`config.mk`:
```
export PLATFORM = sky130hd
export DESIGN_NAME = status_led_blink_breathe_controller
export DESIGN_NICKNAME = d
export VERILOG_FILES = /design/src/rtl/slbb_pkg.sv /design/src/rtl/slbb_cfg.sv /design/src/rtl/slbb_core.sv /design/src/rtl/slbb_out_buf.sv /design/src/rtl/status_led_blink_breathe_controller.sv
export SDC_FILE = /design/constraint.sdc
export NUM_CORES = 1
export LEC_CHECK = 0
export BUFFER_PORTS_ARGS = -buffer_cell sky130_fd_sc_hd__clkbuf_2
export CORE_ASPECT_RATIO = 0.9
export CORE_UTILIZATION = 50
export DETAILED_ROUTE_END_ITERATION = 10
export GPL_ROUTABILITY_DRIVEN = 0
export GPL_TIMING_DRIVEN = 0
export PLACE_DENSITY_LB_ADDON = 0.15
export SLEW_MARGIN = 30
export SYNTH_ARGS = -nofsm -noshare
export SYNTH_HDL_FRONTEND = slang
export SYNTH_SLANG_ARGS = --single-unit
```
`constraint.sdc`:
```
create_clock -name aclk -period 3.8 [get_ports aclk]
set_input_delay 0 -clock aclk [delete_from_list [all_inputs] [get_ports aclk]]
set_output_delay 0 -clock aclk [all_outputs]
set_load 0.03 [all_outputs]
```
`src/rtl/slbb_pkg.sv`:
```
// Shared types, codes and reset values for the status LED blink and breathe controller.
package slbb_pkg;

    localparam int unsigned LEVEL_W   = 8;
    localparam int unsigned STATE_W   = 3;
    localparam int unsigned COUNT_W   = 6;
    localparam int unsigned RF_W      = 2;
    localparam int unsigned S_TDATA_W = 8;
    localparam int unsigned M_TDATA_W = 80;
    localparam int unsigned PAD_W     = M_TDATA_W - 9 * LEVEL_W - RF_W;
    localparam int unsigned APB_AW    = 4;
    localparam int unsigned APB_DW    = 32;

    localparam logic [COUNT_W-1:0] BLINK_TICKS_RST = 6'd20;
    localparam logic [COUNT_W-1:0] HOLD_TICKS_RST  = 6'd40;
    localparam logic [LEVEL_W-1:0] RAMP_STEP_RST   = 8'd50;
    localparam logic [LEVEL_W-1:0] RAMP_PEAK_RST   = 8'd250;

    localparam logic [LEVEL_W-1:0] LEVEL_FULL   = 8'hFF;
    localparam logic [LEVEL_W-1:0] LEVEL_ORANGE = 8'h5E;
    localparam logic [LEVEL_W-1:0] LEVEL_DARK   = 8'h00;

    typedef enum logic [STATE_W-1:0] {
        COL_BLUE   = 3'd0,
        COL_GREEN  = 3'd1,
        COL_YELLOW = 3'd2,
        COL_ORANGE = 3'd3,
        COL_RED    = 3'd4,
        COL_OFF    = 3'd5
    } color_t;

    localparam logic [STATE_W-1:0] ST_READY = 3'd1;
    localparam logic [STATE_W-1:0] ST_ON    = 3'd2;
    localparam logic [STATE_W-1:0] ST_LAST  = 3'd4;

    typedef enum logic [RF_W-1:0] {
        RF_NONE = 2'd0,
        RF_ON   = 2'd1,
        RF_OFF  = 2'd2
    } rf_action_t;

    typedef enum logic [1:0] {
        REG_BLINK_TICKS = 2'd0,
        REG_HOLD_TICKS  = 2'd1,
        REG_RAMP_STEP   = 2'd2,
        REG_RAMP_PEAK   = 2'd3
    } reg_index_t;

    typedef struct packed {
        logic [COUNT_W-1:0] blink_ticks;
        logic [COUNT_W-1:0] hold_ticks;
        logic [LEVEL_W-1:0] ramp_step;
        logic [LEVEL_W-1:0] ramp_peak;
    } cfg_t;

    // Packed with the last declared field, left_red, in the lowest bits of tdata.
    typedef struct packed {
        logic [PAD_W-1:0]   pad;
        logic [RF_W-1:0]    rf_switch_led;
        logic [LEVEL_W-1:0] right_blue;
        logic [LEVEL_W-1:0] right_green;
        logic [LEVEL_W-1:0] right_red;
        logic [LEVEL_W-1:0] mid_blue;
        logic [LEVEL_W-1:0] mid_green;
        logic [LEVEL_W-1:0] mid_red;
        logic [LEVEL_W-1:0] left_blue;
        logic [LEVEL_W-1:0] left_green;
        logic [LEVEL_W-1:0] left_red;
    } result_t;

endpackage

```
`src/rtl/slbb_cfg.sv`:
```
// APB register file holding the blink, hold and breathing ramp settings.
module slbb_cfg (
    input  logic                         aclk,
    input  logic                         aresetn,
    input  logic                         psel,
    input  logic                         penable,
    input  logic                         pwrite,
    input  logic [slbb_pkg::APB_AW-1:0]  paddr,
    input  logic [slbb_pkg::APB_DW-1:0]  pwdata,
    output logic [slbb_pkg::APB_DW-1:0]  prdata,
    output logic                         pready,
    output slbb_pkg::cfg_t               cfg
);
    import slbb_pkg::*;

    cfg_t       cfg_reg;
    cfg_t       cfg_next;
    reg_index_t index;
    logic       wr_en;

    assign index  = reg_index_t'(paddr[3:2]);
    assign wr_en  = psel && penable && pwrite;
    assign pready = 1'b1;
    assign cfg    = cfg_reg;

    always_comb begin
        cfg_next = cfg_reg;
        if (wr_en) begin
            unique case (index)
                REG_BLINK_TICKS: cfg_next.blink_ticks = pwdata[COUNT_W-1:0];
                REG_HOLD_TICKS:  cfg_next.hold_ticks  = pwdata[COUNT_W-1:0];
                REG_RAMP_STEP:   cfg_next.ramp_step   = pwdata[LEVEL_W-1:0];
                REG_RAMP_PEAK:   cfg_next.ramp_peak   = pwdata[LEVEL_W-1:0];
                default:         cfg_next = cfg_reg;
            endcase
        end
    end

    always_comb begin
        unique case (index)
            REG_BLINK_TICKS: prdata = {{(APB_DW-COUNT_W){1'b0}}, cfg_reg.blink_ticks};
            REG_HOLD_TICKS:  prdata = {{(APB_DW-COUNT_W){1'b0}}, cfg_reg.hold_ticks};
            REG_RAMP_STEP:   prdata = {{(APB_DW-LEVEL_W){1'b0}}, cfg_reg.ramp_step};
            REG_RAMP_PEAK:   prdata = {{(APB_DW-LEVEL_W){1'b0}}, cfg_reg.ramp_peak};
            default:         prdata = '0;
        endcase
    end

    always_ff @(posedge aclk) begin
        if (!aresetn) begin
            cfg_reg.blink_ticks <= BLINK_TICKS_RST;
            cfg_reg.hold_ticks  <= HOLD_TICKS_RST;
            cfg_reg.ramp_step   <= RAMP_STEP_RST;
            cfg_reg.ramp_peak   <= RAMP_PEAK_RST;
        end else begin
            cfg_reg <= cfg_next;
        end
    end

endmodule

```
`src/rtl/slbb_core.sv`:
```
// Color, blink counter and breathing ramp state with the per-tick LED level logic.
module slbb_core (
    input  logic                          aclk,
    input  logic                          aresetn,
    input  logic                          tick,
    input  logic [slbb_pkg::STATE_W-1:0]  system_state,
    input  slbb_pkg::cfg_t                cfg,
    output slbb_pkg::result_t             result
);
    import slbb_pkg::*;

    color_t             shown_color_reg;
    color_t             shown_color_next;
    logic               lit_reg;
    logic               lit_next;
    logic [COUNT_W-1:0] blink_count_reg;
    logic [COUNT_W-1:0] blink_count_next;
    logic               ramp_rising_reg;
    logic               ramp_rising_next;
    logic [LEVEL_W-1:0] ramp_level_reg;
    logic [LEVEL_W-1:0] ramp_level_next;

    logic [LEVEL_W-1:0] mid_level;
    logic [LEVEL_W:0]   ramp_sum;
    logic [COUNT_W-1:0] count_inc;

    assign shown_color_next = (system_state <= ST_LAST) ? color_t'(system_state)
                                                        : shown_color_reg;
    assign mid_level = (ramp_level_reg > cfg.ramp_peak) ? LEVEL_DARK
                                                        : cfg.ramp_peak - ramp_level_reg;

    always_comb begin
        result = '0;
        unique case (shown_color_next)
            COL_YELLOW: begin
                if (lit_reg) begin
                    result.left_red    = ramp_level_reg;
                    result.left_green  = ramp_level_reg;
                    result.mid_red     = mid_level;
                    result.mid_green   = mid_level;
                    result.right_red   = ramp_level_reg;
                    result.right_green = ramp_level_reg;
                end
            end
            COL_ORANGE: begin
                result.mid_red   = LEVEL_FULL;
                result.mid_green = LEVEL_ORANGE;
            end
            COL_RED: begin
                result.mid_red = LEVEL_FULL;
            end
            default: begin
                if (lit_reg) begin
                    if (shown_color_next == COL_BLUE) begin
                        result.mid_blue = LEVEL_FULL;
                    end
                    if (shown_color_next == COL_GREEN) begin
                        result.mid_green = LEVEL_FULL;
                    end
                    if (system_state == ST_READY || system_state == ST_ON) begin
                        result.rf_switch_led = RF_ON;
                    end
                end else begin
                    result.rf_switch_led = RF_OFF;
                end
            end
        endcase
    end

    // The ramp saturates at full scale and at zero, and turns at or above the peak or at zero.
    always_comb begin
        ramp_sum = {1'b0, ramp_level_reg} + {1'b0, cfg.ramp_step};
        if (ramp_rising_reg) begin
            ramp_level_next = ramp_sum[LEVEL_W] ? LEVEL_FULL : ramp_sum[LEVEL_W-1:0];
        end else begin
            ramp_level_next = (ramp_level_reg > cfg.ramp_step)
                            ? ramp_level_reg - cfg.ramp_step : LEVEL_DARK;
        end
        if (ramp_level_next >= cfg.ramp_peak) begin
            ramp_rising_next = 1'b0;
        end else if (ramp_level_next == LEVEL_DARK) begin
            ramp_rising_next = 1'b1;
        end else begin
            ramp_rising_next = ramp_rising_reg;
        end
    end

    always_comb begin
        count_inc        = blink_count_reg + COUNT_W'(1);
        blink_count_next = count_inc;
        lit_next         = lit_reg;
        if (shown_color_next != COL_YELLOW && count_inc >= cfg.blink_ticks) begin
            lit_next         = !lit_reg;
            blink_count_next = '0;
        end else if (shown_color_next == COL_YELLOW && count_inc >= cfg.hold_ticks) begin
            lit_next         = 1'b0;
            blink_count_next = '0;
        end
    end

    always_ff @(posedge aclk) begin
        if (!aresetn) begin
            shown_color_reg <= COL_OFF;
            lit_reg         <= 1'b1;
            blink_count_reg <= '0;
            ramp_rising_reg <= 1'b1;
            ramp_level_reg  <= '0;
        end else if (tick) begin
            shown_color_reg <= shown_color_next;
            lit_reg         <= lit_next;
            blink_count_reg <= blink_count_next;
            ramp_rising_reg <= ramp_rising_next;
            ramp_level_reg  <= ramp_level_next;
        end
    end

endmodule

```
`src/rtl/slbb_out_buf.sv`:
```
// Two-entry result register with a skid stage so that the request ready is registered.
module slbb_out_buf (
    input  logic                           aclk,
    input  logic                           aresetn,
    input  logic                           in_valid,
    output logic                           in_ready,
    input  slbb_pkg::result_t              in_data,
    output logic                           m_tvalid,
    input  logic                           m_tready,
    output logic [slbb_pkg::M_TDATA_W-1:0] m_tdata
);
    import slbb_pkg::*;

    result_t main_reg;
    result_t main_next;
    logic    main_valid_reg;
    logic    main_valid_next;
    result_t skid_reg;
    result_t skid_next;
    logic    skid_valid_reg;
    logic    skid_valid_next;
    logic    in_fire;
    logic    out_fire;

    assign in_ready = !skid_valid_reg;
    assign in_fire  = in_valid && in_ready;
    assign out_fire = main_valid_reg && m_tready;
    assign m_tvalid = main_valid_reg;
    assign m_tdata  = main_reg;

    always_comb begin
        main_next       = main_reg;
        main_valid_next = main_valid_reg;
        skid_next       = skid_reg;
        skid_valid_next = skid_valid_reg;
        if (skid_valid_reg) begin
            if (out_fire) begin
                main_next       = skid_reg;
                skid_valid_next = 1'b0;
            end
        end else if (in_fire) begin
            if (!main_valid_reg || out_fire) begin
                main_next       = in_data;
                main_valid_next = 1'b1;
            end else begin
                skid_next       = in_data;
                skid_valid_next = 1'b1;
            end
        end else if (out_fire) begin
            main_valid_next = 1'b0;
        end
    end

    always_ff @(posedge aclk) begin
        if (!aresetn) begin
            main_valid_reg <= 1'b0;
            skid_valid_reg <= 1'b0;
        end else begin
            main_valid_reg <= main_valid_next;
            skid_valid_reg <= skid_valid_next;
        end
        main_reg <= main_next;
        skid_reg <= skid_next;
    end

endmodule

```
`src/rtl/status_led_blink_breathe_controller.sv`:
```
// Top level of the status LED blink and breathe controller.
// Each accepted request is one LED update tick carrying the system state, and it yields
// exactly one result holding nine RGB channel levels and an RF switch LED action. A new
// request is taken in every cycle while s_tready is high; its result is computed from the
// core state and registered in the output buffer's main register, or in its skid register.
// A two-entry output buffer keeps requests flowing while one result waits, so s_tready
// drops only when two results are held. The user writes settings over APB only while no
// request is in flight; the block itself does not enforce this.
module status_led_blink_breathe_controller (
    input  logic                           aclk,
    input  logic                           aresetn,
    input  logic                           s_tvalid,
    output logic                           s_tready,
    // s_tdata: system_state [2:0], zero padding [7:3].
    input  logic [slbb_pkg::S_TDATA_W-1:0] s_tdata,
    output logic                           m_tvalid,
    input  logic                           m_tready,
    // m_tdata: left_red, left_green, left_blue, mid_red, mid_green, mid_blue,
    // right_red, right_green, right_blue (8 bits each), rf_switch_led [73:72], zeros above.
    output logic [slbb_pkg::M_TDATA_W-1:0] m_tdata,
    input  logic                           psel,
    input  logic                           penable,
    input  logic                           pwrite,
    input  logic [slbb_pkg::APB_AW-1:0]    paddr,
    input  logic [slbb_pkg::APB_DW-1:0]    pwdata,
    output logic [slbb_pkg::APB_DW-1:0]    prdata,
    output logic                           pready
);
    import slbb_pkg::*;

    cfg_t    cfg;
    result_t result;
    logic    tick;

    assign tick = s_tvalid && s_tready;

    slbb_cfg u_cfg (
        .aclk    (aclk),
        .aresetn (aresetn),
        .psel    (psel),
        .penable (penable),
        .pwrite  (pwrite),
        .paddr   (paddr),
        .pwdata  (pwdata),
        .prdata  (prdata),
        .pready  (pready),
        .cfg     (cfg)
    );

    slbb_core u_core (
        .aclk         (aclk),
        .aresetn      (aresetn),
        .tick         (tick),
        .system_state (s_tdata[STATE_W-1:0]),
        .cfg          (cfg),
        .result       (result)
    );

    slbb_out_buf u_out_buf (
        .aclk     (aclk),
        .aresetn  (aresetn),
        .in_valid (s_tvalid),
        .in_ready (s_tready),
        .in_data  (result),
        .m_tvalid (m_tvalid),
        .m_tready (m_tready),
        .m_tdata  (m_tdata)
    );

endmodule

```
==> run metrics <==
largest net degree at the start of global routing 28; asr flop ratio synth 0%; Post-DRT Antenna Nets 0; DR pass1 iterations 5; post-synthesis adder-cell area fraction under 10%; CTS Buffer Depth 2; Rows 39; DIE WIDTH around 120 um; period utilisation layout 92.5%; Max VDD drop 246 uV; cells after synthesis about 690; cell area after synthesis 6660 sq um; Static Leakage 3.81 nW; commonest non-fill, non-tap cell in the layout clkbuf_2; Die H between 100 and 150 um; critical path class reg -> reg; register area share after synthesis about 39%; DPL Wire Length around 12 mm; placed insts around 1,000; Synth Area in Simple Gates between 10% and 20%; Startpoint Class flop; fmax roughly 280 MHz; vias in the first global route around 5,000; status finished clean; Starting Density between 50 and 60%; DRC Markers 0; RR Startpoint u_core.ramp_level_reg[0]; Clock transition at path regs 0.07 ns; reg-to-reg setup timing slack about 0.28 ns; worst slew pin tran about 0.72 ns; routed length per placed instance about 16 um; Clk Latency, worst-skew pair ~0.35 ns; layout cells sized above 1 roughly 27%; DIE AREA approximately 14,000 sq um; max-slew violation count 0; EDFF count, synth 54; core area about 13,000 sq um; WP data required 4.06 ns; FF-to-FF path depth 17; Relative slew margins 51.3%; Detailed Route WL 15.6 mm; max reg flops 28; Power Dens Cells 384 nW/um^2; CTS sink count approximately 100; ant diodes 0; number of antenna violations at the first check in global routing 0; Area Overhead vs Synth 18.8%; TritonCTS buffer count 9; combinational family with the most area after synthesis simple AND/OR/NAND/NOR gates; DP Area between 7000 and 8000 sq um; Final Hold Vio Count 0; post-route design area a little under 8000 sq um; first-pass GRT wire length roughly 25 mm; fin crit period 3.52 ns; reg2reg end u_core.ramp_rising_reg; register area between 2000 and 3000 sq um; crit path capture type flop; compound-cell area share of the yosys netlist 12.7%; worst setup path start u_core.ramp_level_reg[0]; class of the worst hold path in -> reg; Seq cells post-synth between 100 and 150; Tot GR Track Use 23.2%; via/cell ratio approximately 5.2; buffers added on ports between 80 and 90; Final setup viols 0; fin cells between 1,000 and 1,500; RSZ-0062 raised after global routing false; Critical Path Sink u_core.ramp_rising_reg; Max-cap violations 0; Root Buffer clkbuf_16; Worst Path Max Fanout 4; Overflow after GRT 0; Initial DRC Count between 400 and 500; synthesized area per cell between 9 and 10 sq um; Ys Warns 0; H-tree Lvls 3; CP arrival 3.78 ns; Final Net Count between 900 and 1,000; Yosys cell types approximately 60; area of the multi-input gates 3380 sq um; clk_skew 0.00842 ns; Top FF cell, synth edfxtp_1; CTS tree built; Synth Area in XOR/XNOR under 10%; I/O pin total approximately 170; mux share of post-synthesis cell area between 9 and 10%; filler instances ~1,100; total number of vias about 5,300; most frequent cells in the layout clkbuf_2 (87), buf_4 (81), nand2_1 (58)
through the flow:
stage	worst slack (ns)	utilization [%]	total power [W]	hold slack [ns]	TNS, ns
CTS	0.0595	61.5	0.00304	0.0107	0
floorplan	0.505	-	0.00194	0.125	0
finish	0.284	61.6	0.00304	0.0182	0
global placement	-0.117	58.2	0.00211	0.234	-0.117
global route	0.00511	61.6	0.00317	0.0281	0
detailed placement	-0.236	58.4	0.00214	0.247	-0.236
critical path: stages (launching register included):
cell	delay (ns)
dfxtp_1	0.36
inv_1	0.10
ha_1	0.16
inv_1	0.05
fa_1	0.41
nand3_1	0.15
a21oi_1	0.12
o22ai_2	0.19
nor2_1	0.09
a221oi_2	0.25
buf_4	0.17
inv_1	0.05
ha_1	0.32
a2111oi_2	0.38
nand2_1	0.08
o21ai_1	0.18
nand4_1	0.14
o31ai_2	0.23
metal layers:
metal,up-vias,GRT usage [%],wire length [um]
li1,2577,-,-
met1,2441,30.7,6990
met2,217,37.9,7380
met3,15,4.56,1070
met4,0,7.07,204
met5,-,0,0
cell usage after synthesis (4+ instances only):
cell type,number,share of area (%)
mux2_2,22,3.7
clkbuf_1,22,1.2
o21ai_1,4,0.30
nand2_1,58,3.3
edfxtp_1,54,24
xor2_1,4,0.53
and2_1,5,0.47
nor2b_1,26,2.4
nor2_1,28,1.6
inv_1,50,2.8
or3_1,6,0.56
ha_1,45,8.5
nand2b_1,9,0.85
dfxtp_1,49,15
o211ai_1,7,0.79
o211a_1,6,0.90
mux4_2,6,2.0
a21oi_1,27,2.0
nand3_1,12,0.90
buf_4,79,8.9
and3_1,14,1.3
o21ai_0,25,1.9
a21o_1,16,1.8
mux2i_1,26,3.9
nor3_1,12,0.90
xnor2_1,12,1.6
a21boi_0,6,0.68
where the power goes:
part	switching, W	internal, W	leakage [nW]
logic	0.000530	0.000327	2.76
clock network	0.000423	0.000470	0.130
registers	0.0000444	0.00124	0.924
final cells by class:
type                            instances  area share (%)
Sequential cell                       103            33.0
Clock buffer                           11            3.07
Multi-Input combinational cell        473            42.8
Buffer                                103            8.67
Timing Repair Buffer                   99            7.03
Inverter                               50            2.37
Tap cell                              164            2.60
Clock inverter                          5           0.538
how the worst min path moves through the flow:
| stage | start | to | slack, ns | cells after the start |
|---|---|---|---|---|
| 2_1_floorplan | pwdata[3] | u_cfg.cfg[19] | 0.13 | 2 |
| 6_report | s_tdata[1] | u_core.shown_color_reg[1] | 0.02 | 3 |
| 5_1_grt | pwdata[0] | u_cfg.cfg[16] | 0.03 | 3 |
| 4_1_cts | s_tdata[1] | u_core.shown_color_reg[1] | 0.01 | 3 |
| 3_3_place_gp | pwdata[6] | u_cfg.cfg[6] | 0.23 | 3 |
| 3_5_place_dp | pwdata[6] | u_cfg.cfg[6] | 0.25 | 3 |
timing repair:
item,4_1_cts,5_1_grt
cloned,0,0
hold buffers,9,0
endpoints found under the hold margin,16,0
pin swaps,1,1
buffers inserted,1,1
resized for setup,2,6
setup endpoints to repair,1,1
cells by family (layout without fill, tap and decap cells):
| family | count (synthesis) | in the layout |
|---|---|---|
| buffers and inverters | 154 | 268 |
| AOI/OAI and AO/OA | 125 | 125 |
| DFF | 103 | 103 |
| and+or+nand+nor | 183 | 183 |
| muxes | 54 | 54 |
| adders and majority gates | 48 | 48 |
| other | 2 | 47 |
| xor gates and xnor gates | 16 | 16 |
Power figures use the tool's default switching activity.
